`src/sv/infix_to_postfix_converter_macros.svh`:
```
// ----------------------------------------------------------------------------
// Assertion macros
// Shared concurrent assertion forms for the infix-to-postfix converter.
// ----------------------------------------------------------------------------
`ifndef INFIX_TO_POSTFIX_CONVERTER_MACROS_SVH
`define INFIX_TO_POSTFIX_CONVERTER_MACROS_SVH

// The consequent must hold in the same cycle as the antecedent.
`define ITP_ASSERT_SAME(name, ante, cons, msg) \
  name: assert property (@(posedge clk) disable iff (rst) (ante) |-> (cons)) else $error(msg);

// The consequent must hold in the cycle after the antecedent.
`define ITP_ASSERT_NEXT(name, ante, cons, msg) \
  name: assert property (@(posedge clk) disable iff (rst) (ante) |=> (cons)) else $error(msg);

`endif

```
`src/sv/itp_pkg.sv`:
```
// ----------------------------------------------------------------------------
// Infix-to-postfix package
// Types, character codes and operator ranking shared by the converter.
// ----------------------------------------------------------------------------
package itp_pkg;

  localparam int STACK_DEPTH = 32;
  localparam int CNT_W       = $clog2(STACK_DEPTH + 1);

  typedef logic [7:0]       char_t;
  typedef logic [1:0]       rank_t;
  typedef logic [CNT_W-1:0] count_t;

  localparam char_t CH_NUL    = 8'h00;
  localparam char_t CH_PLUS   = 8'h2B;
  localparam char_t CH_MINUS  = 8'h2D;
  localparam char_t CH_STAR   = 8'h2A;
  localparam char_t CH_SLASH  = 8'h2F;
  localparam char_t CH_CARET  = 8'h5E;
  localparam char_t CH_LPAREN = 8'h28;
  localparam char_t CH_RPAREN = 8'h29;
  localparam char_t CH_ZERO   = 8'h30;
  localparam char_t CH_NINE   = 8'h39;

  localparam count_t COUNT_FULL = count_t'(STACK_DEPTH);
  localparam count_t COUNT_ONE  = count_t'(1);

  typedef enum logic [1:0] {
    ST_OK        = 2'd0,
    ST_UNMATCHED = 2'd1,
    ST_OVERFLOW  = 2'd2
  } status_t;

  typedef enum logic {
    S_IDLE,
    S_BUSY
  } state_t;

  // Shift controls for the row of stack cells.
  typedef struct packed {
    logic push;
    logic pop;
    logic clear;
  } stk_ctl_t;

  function automatic rank_t rank_of(char_t c);
    rank_t r;
    case (c) inside
      CH_PLUS, CH_MINUS: r = 2'd1;
      CH_STAR, CH_SLASH: r = 2'd2;
      CH_CARET:          r = 2'd3;
      default:           r = 2'd0;
    endcase
    return r;
  endfunction

  // True when stacked operator t must be popped before operator c is pushed.
  function automatic logic pops_over(char_t t, char_t c);
    rank_t rt;
    rank_t rc;
    rt = rank_of(t);
    rc = rank_of(c);
    return (t != CH_LPAREN) && ((rt > rc) || ((rt == rc) && (c != CH_CARET)));
  endfunction

endpackage

```
`src/sv/itp_cell.sv`:
```
// ----------------------------------------------------------------------------
// Stack cell
// One operator stack entry that shifts down on push and up on pop.
// ----------------------------------------------------------------------------
module itp_cell
  import itp_pkg::*;
(
  input  logic     clk,
  input  stk_ctl_t ctl,
  input  char_t    up_data,
  input  char_t    down_data,
  output char_t    data
);

  always_ff @(posedge clk) begin
    if (ctl.push) begin
      data <= up_data;
    end else if (ctl.pop) begin
      data <= down_data;
    end
  end

endmodule

```
`src/sv/itp_stack.sv`:
```
// ----------------------------------------------------------------------------
// Operator stack
// A row of shifting cells with the top in cell zero, plus the fill count.
// ----------------------------------------------------------------------------
module itp_stack
  import itp_pkg::*;
(
  input  logic     clk,
  input  logic     rst,
  input  stk_ctl_t ctl,
  input  char_t    push_data,
  output char_t    top,
  output char_t    second,
  output count_t   count
);

  char_t cell_q [STACK_DEPTH];

  for (genvar i = 0; i < STACK_DEPTH; i++) begin : g_cell
    char_t up_d;
    char_t down_d;
    if (i == 0) begin : g_first
      assign up_d = push_data;
    end else begin : g_mid
      assign up_d = cell_q[i-1];
    end
    if (i == STACK_DEPTH - 1) begin : g_last
      assign down_d = cell_q[i];
    end else begin : g_inner
      assign down_d = cell_q[i+1];
    end
    itp_cell u_cell (
      .clk       (clk),
      .ctl       (ctl),
      .up_data   (up_d),
      .down_data (down_d),
      .data      (cell_q[i])
    );
  end

  always_ff @(posedge clk) begin
    if (rst) begin
      count <= '0;
    end else if (ctl.clear) begin
      count <= '0;
    end else if (ctl.push) begin
      count <= count + COUNT_ONE;
    end else if (ctl.pop) begin
      count <= count - COUNT_ONE;
    end
  end

  assign top    = cell_q[0];
  assign second = cell_q[1];

endmodule

```
`src/sv/infix_to_postfix_converter.sv`:
```
// ----------------------------------------------------------------------------
// Infix-to-postfix converter
// Shunting-yard conversion of an infix character stream to postfix order.
// ----------------------------------------------------------------------------
// Operation: a taken request is latched, then worked off in stack steps: one per
//   entry popped, plus one for the push, digit, terminator or error report.
//   Each result is registered in the output register, and a stalled output
//   holds back the next step. A new request is taken only once the last is done.
// Reset (rst, synchronous, active high) empties the stack and drops any result.
`include "infix_to_postfix_converter_macros.svh"

module infix_to_postfix_converter
  import itp_pkg::*;
(
  input  logic       clk,
  input  logic       rst,
  input  logic       s_tvalid,
  output logic       s_tready,
  input  logic [7:0] s_tdata,   // [7:0] ch
  input  logic [0:0] s_tuser,   // [0] cmd: 0 character, 1 end of expression
  output logic       m_tvalid,
  input  logic       m_tready,
  output logic [7:0] m_tdata,   // [7:0] out_char
  output logic [1:0] m_tuser,   // [1:0] status
  output logic       m_tlast    // last result caused by the request
);

  // The converter is sequential: a request is latched, then worked off one
  // stack step per cycle while the output register has room.
  // The operator stack is a row of shifting cells, so one entry moves per cycle.
  state_t state;
  state_t state_next;

  logic   cmd_q;
  char_t  ch_q;

  // Stack interface.
  stk_ctl_t ctl;
  char_t    top;
  char_t    second;
  count_t   count;
  logic     empty;
  logic     full;
  logic     more;

  // One step of work.
  logic    slot_free;
  logic    emit;
  char_t   emit_char;
  status_t emit_status;
  logic    emit_last;
  logic    done;
  logic    is_digit;

  // Output register.
  char_t   out_char;
  status_t status;
  logic    last;

  itp_stack u_stack (
    .clk       (clk),
    .rst       (rst),
    .ctl       (ctl),
    .push_data (ch_q),
    .top       (top),
    .second    (second),
    .count     (count)
  );

  assign empty     = (count == '0);
  assign full      = (count == COUNT_FULL);
  assign more      = (count > COUNT_ONE);
  assign slot_free = !m_tvalid || m_tready;
  assign is_digit  = (ch_q >= CH_ZERO) && (ch_q <= CH_NINE);

  // Request capture.
  always_ff @(posedge clk) begin
    if (s_tvalid && s_tready) begin
      cmd_q <= s_tuser[0];
      ch_q  <= s_tdata;
    end
  end

  always_ff @(posedge clk) begin
    if (rst) begin
      state <= S_IDLE;
    end else begin
      state <= state_next;
    end
  end

  // Next state.
  always_comb begin
    state_next = state;
    case (state)
      S_IDLE: begin
        if (s_tvalid) begin
          state_next = S_BUSY;
        end
      end
      S_BUSY: begin
        if (done) begin
          state_next = S_IDLE;
        end
      end
      default: state_next = S_IDLE;
    endcase
  end

  // Outputs of the controller: handshake and one stack step per cycle while the output register has room.
  // The last flag of a popped operator looks one cell ahead to see whether
  // the next step will emit anything.
  always_comb begin
    s_tready    = 1'b0;
    emit        = 1'b0;
    emit_char   = CH_NUL;
    emit_status = ST_OK;
    emit_last   = 1'b0;
    done        = 1'b0;
    ctl         = '0;
    case (state)
      S_IDLE: begin
        s_tready = 1'b1;
      end
      S_BUSY: begin
        if (slot_free) begin
          if (cmd_q) begin
            // Flush: pop everything, then the terminator.
            emit = 1'b1;
            if (!empty) begin
              emit_char = top;
              ctl.pop   = 1'b1;
            end else begin
              emit_last = 1'b1;
              done      = 1'b1;
            end
          end else if (is_digit) begin
            emit      = 1'b1;
            emit_char = ch_q;
            emit_last = 1'b1;
            done      = 1'b1;
          end else if (ch_q == CH_LPAREN) begin
            if (full) begin
              emit        = 1'b1;
              emit_status = ST_OVERFLOW;
              emit_last   = 1'b1;
              ctl.clear   = 1'b1;
            end else begin
              ctl.push = 1'b1;
            end
            done = 1'b1;
          end else if (ch_q == CH_RPAREN) begin
            if (empty) begin
              // Ran out of entries without a matching open parenthesis.
              emit        = 1'b1;
              emit_status = ST_UNMATCHED;
              emit_last   = 1'b1;
              done        = 1'b1;
            end else if (top == CH_LPAREN) begin
              ctl.pop = 1'b1;
              done    = 1'b1;
            end else begin
              emit      = 1'b1;
              emit_char = top;
              emit_last = more && (second == CH_LPAREN);
              ctl.pop   = 1'b1;
            end
          end else begin
            // Any other character is an operator.
            if (!empty && pops_over(top, ch_q)) begin
              emit      = 1'b1;
              emit_char = top;
              emit_last = !(more && pops_over(second, ch_q));
              ctl.pop   = 1'b1;
            end else if (full) begin
              emit        = 1'b1;
              emit_status = ST_OVERFLOW;
              emit_last   = 1'b1;
              ctl.clear   = 1'b1;
              done        = 1'b1;
            end else begin
              ctl.push = 1'b1;
              done     = 1'b1;
            end
          end
        end
      end
      default: ;
    endcase
  end

  // Output register; it is only loaded when it is empty or being drained.
  always_ff @(posedge clk) begin
    if (rst) begin
      m_tvalid <= 1'b0;
    end else if (emit) begin
      m_tvalid <= 1'b1;
    end else if (m_tready) begin
      m_tvalid <= 1'b0;
    end
  end

  always_ff @(posedge clk) begin
    if (emit) begin
      out_char <= emit_char;
      status   <= emit_status;
      last     <= emit_last;
    end
  end

  assign m_tdata = out_char;
  assign m_tuser = status;
  assign m_tlast = last;

  `ITP_ASSERT_SAME(a_count_bound, 1'b1, count <= COUNT_FULL, "stack count beyond depth")
  `ITP_ASSERT_SAME(a_push_room, ctl.push, !full && !ctl.pop, "push into a full stack")
  `ITP_ASSERT_SAME(a_pop_entry, ctl.pop, !empty, "pop from an empty stack")
  `ITP_ASSERT_SAME(a_error_last, m_tvalid && (status != ST_OK), last && (out_char == CH_NUL),
                   "error result not final or not blank")
  `ITP_ASSERT_NEXT(a_emit_room, emit && m_tvalid, m_tvalid, "result written into a busy slot")

endmodule
```
`config.mk`:
```
export PLATFORM = sky130hd
export DESIGN_NAME = infix_to_postfix_converter
export DESIGN_NICKNAME = d
export VERILOG_FILES = /design/src/sv/itp_pkg.sv /design/src/sv/itp_cell.sv /design/src/sv/itp_stack.sv /design/src/sv/infix_to_postfix_converter.sv
export VERILOG_INCLUDE_DIRS = /design/src /design/src/sv
export SDC_FILE = /design/constraint.sdc
export NUM_CORES = 1
export LEC_CHECK = 0
export ABC_AREA = 1
export BUFFER_PORTS_ARGS = -buffer_cell sky130_fd_sc_hd__buf_2
export CAP_MARGIN = 30
export CORE_MARGIN = 3
export CORE_UTILIZATION = 63
export DETAILED_ROUTE_END_ITERATION = 16
export GPL_TIMING_DRIVEN = 0
export PLACE_DENSITY = 0.8
export SLEW_MARGIN = 20
export SYNTH_ARGS = -nofsm -noshare
export SYNTH_HDL_FRONTEND = slang
export SYNTH_SLANG_ARGS = --single-unit
```
`constraint.sdc`:
```
create_clock -name clk -period 7.4 [get_ports clk]
set_clock_uncertainty 0.2 [all_clocks]
set_input_delay 1.48 -clock clk [delete_from_list [all_inputs] [get_ports clk]]
set_output_delay 1.48 -clock clk [all_outputs]
set_load 0.05 [all_outputs]
```
==> metrics.txt <==
Vias between 8000 and 9000; Chip Width approximately 150 um; status complete, no violations; Initial Util about two thirds; die area 21600 um2; Hold Path Cell Cnt 0; unrepaired setup endpoints after global routing no; CTS root buf clkbuf_16; fillers about 1300; Final Hold Viols 0; final worst-path cycle share between 60% and 70%; port buffer count 25; Yosys cell types 32; Post-Route WL about 29000 um; Area Overhead vs Synth 10.7%; Crit path required time 7.39 ns; largest net degree at the start of global routing 95; CORE AREA around 19000 um2; Hold Slack ~0.25 ns; Syn. warnings 0; die height 147 um; final core utilization between 70% and 80%; number of vias per cell between 5 and 6; proportion of layout cells with a drive suffix above 1 about a tenth; CP startpoint kind flip-flop; Worst Setup End Kind flip-flop; clk slew on worst S/H paths roughly 0.060 ns; length of the first detailed-routing pass in iterations 5; initial antenna violation count 0; slew margin rel. a little under half; Worst Tran Pin Value slightly below 0.8 ns; # DRC 0; Skew-Pair Late Insertion Delay roughly 0.53 ns; min Tclk post-route approximately 4.5 ns; worst reg2reg path depth 17; first-pass GRT wire length about 45000 um; DPL Wire Length 18900 um; Post-CTS Setup Bufs 0; Hold-fix buffers, CTS 0; Total Nets Final between 1000 and 1500; DR iter-0 viols just over 1000; clk buf depth 3; Num CTS Buffers 28; Fmax around 220 MHz; worst-path fanout max 94; max_cap viols 0; Gate Count Post-Synth about 1200; gp weighted congestion 0.911; WL/cell 18.6 um; average size of a mapped cell ~10 um2; Seq cells post-synth ~280; GRT Residual Overflow 0; Antenna Nets Post-Route 0; worst endpoint data arrival time 4.50 ns; pwr/cell area about 480 nW/um2; max-slew violations 0; share of the yosys chip area belonging to registers 67.4%; clock sink total 284; GRT Total Usage 26.5%; H-tree depth 1; pre-CTS setup slack 2.80 ns; mapped cell area ~13000 um2; setup violators final 0; diode count 0; VDD IR max 0.318 mV; Mapped Nets 1222; total I/O pin count 26; leakage ~0.0056 uW; vias in the first global route between 8000 and 9000; post-route setup slack between 2 and 3 ns; Row Count 50; worst hold-check path type reg2reg; Power Total between 6000 and 7000 uW; CTS tree built; Crit Path Class reg2reg; post-CTS sizing 0
## worst max-delay path, cell delays in order, from the launching register on
cell and delay [ns]:
edfxtp_1 0.46, inv_1 0.15, nand2_1 0.12, nor4_1 0.37, a221oi_1 0.14, ha_1 0.33, inv_1 0.04, nor2_1 0.07
o21ai_0 0.07, nand2_1 0.09, nand2_1 0.06, nand2_2 0.08, nand2_1 0.06, nand2_1 0.18, nand2_2 0.25, nand2_8 0.52
buf_16 0.45, buf_16 0.39
## registers in the layout, summed over array words and instances (netlist names)
signal / cells
ch_q: 8
cmd_q: 1
m_tdata: 8
m_tlast: 1
m_tuser: 2
m_tvalid: 1
state: 1
u_stack.count: 6
u_stack.g_cell.u_cell.data: 256
## metal layers
layer / vias to the layer above / GRT usage, % / wire (um) / part of all wire (%)
met1: 4288 / 37.7 / 11800 / 41
met2: 449 / 41.9 / 13200 / 46
met4: 0 / 9.55 / 1050 / 3.7
met5: - / 0 / 0 / 0
li1: 4167 / - / - / -
met3: 82 / 4.38 / 2550 / 8.9
## cell usage after synthesis
| library cell | number | share of area (%) |
|---|---|---|
| a21oi_1 | 15 | 0.60 |
| o21bai_1 | 2 | 0.12 |
| nor2_1 | 27 | 0.81 |
| xor2_1 | 6 | 0.42 |
| nand2_2 | 3 | 0.15 |
| nor3_1 | 10 | 0.40 |
| nand2_1 | 386 | 12 |
| dfxtp_1 | 8 | 1.3 |
| buf_4 | 18 | 1.1 |
| nand3_4 | 1 | 0.14 |
| nor2_2 | 3 | 0.15 |
| nand2_4 | 1 | 0.090 |
| and3_1 | 1 | 0.050 |
| a31oi_1 | 3 | 0.15 |
| clkbuf_1 | 5 | 0.15 |
| edfxtp_1 | 276 | 66 |
| o21ai_0 | 59 | 2.4 |
| a221oi_1 | 2 | 0.14 |
| buf_1 | 1 | 0.030 |
| a211oi_1 | 1 | 0.060 |
| nor4_1 | 5 | 0.25 |
| a21boi_0 | 1 | 0.060 |
| nand3b_1 | 1 | 0.060 |
| nand3_1 | 19 | 0.76 |
| nor3_2 | 1 | 0.080 |
| nand4_1 | 9 | 0.45 |
| buf_2 | 32 | 1.3 |
| inv_2 | 2 | 0.060 |
| o21ai_1 | 156 | 6.2 |
| o22ai_1 | 1 | 0.050 |
| ha_1 | 7 | 0.70 |
| inv_1 | 140 | 4.2 |
## cell type report
type                    instances  area, um2  share of cell area, %
flip-flops and latches        284       8450                   60.9
well taps                     260        325                   2.34
clock buffers                  38        759                   5.47
inverters                     142        533                   3.84
multi-input cells             720       3250                   23.4
clock inverters                 8       58.8                  0.424
plain buffers                  56        318                   2.29
repair buffers                 27        180                   1.30
## path summary, 6_finish.rpt
| path | startpoint | endpoint | slack [ns] |
|---|---|---|---|
| worst min-delay path | u_stack.g_cell[30].u_cell.data[2] | u_stack.g_cell[31].u_cell.data[2] | 0.25 |
| worst max-delay path | ch_q[2] | u_stack.g_cell[13].u_cell.data[6] | 2.88 |
| worst max register to register | ch_q[2] | u_stack.g_cell[13].u_cell.data[6] | 2.88 |
| worst min register to register | u_stack.g_cell[30].u_cell.data[2] | u_stack.g_cell[31].u_cell.data[2] | 0.25 |
## logic make-up (layout without fill, tap and decap cells)
| group | Yosys count | count (layout) | synth area share [%] |
|---|---|---|---|
| xor gates and xnor gates | 6 | 6 | 0.419 |
| and+or+nand+nor | 467 | 467 | 14.9 |
| AOI/OAI and AO/OA | 240 | 240 | 9.76 |
| adders and majority gates | 7 | 7 | 0.699 |
| buffers and inverters | 198 | 271 | 6.79 |
| DFF | 284 | 284 | 67.4 |
## metrics by stage
stage,setup TNS [ns],area [um2],std cells
after floorplan,0,12500,1202
after global placement,-18.58,13000,1487
after detailed placement,0,13100,1489
after CTS,0,13900,1535
after global routing,0,13900,1535
final,0,13900,1535
## layout by cell type (no fill, tap or decap), types with 7 or more instances in the layout
master / n
dfxtp_1: 8
buf_4: 18
edfxtp_1: 276
o21ai_0: 59
a21oi_1: 15
clkbuf_16: 29
nor2_1: 27
nand3_1: 19
buf_2: 57
ha_1: 7
clkbuf_1: 14
nand4_1: 9
nand2_1: 386
inv_1: 140
o21ai_1: 156
nor3_1: 10
## report_power, final
group | switching, uW | internal [uW]
clock network | 565 | 743
registers | 303 | 2880
logic | 1550 | 600
No activity file was read; power rests on OpenSTA's default activity.
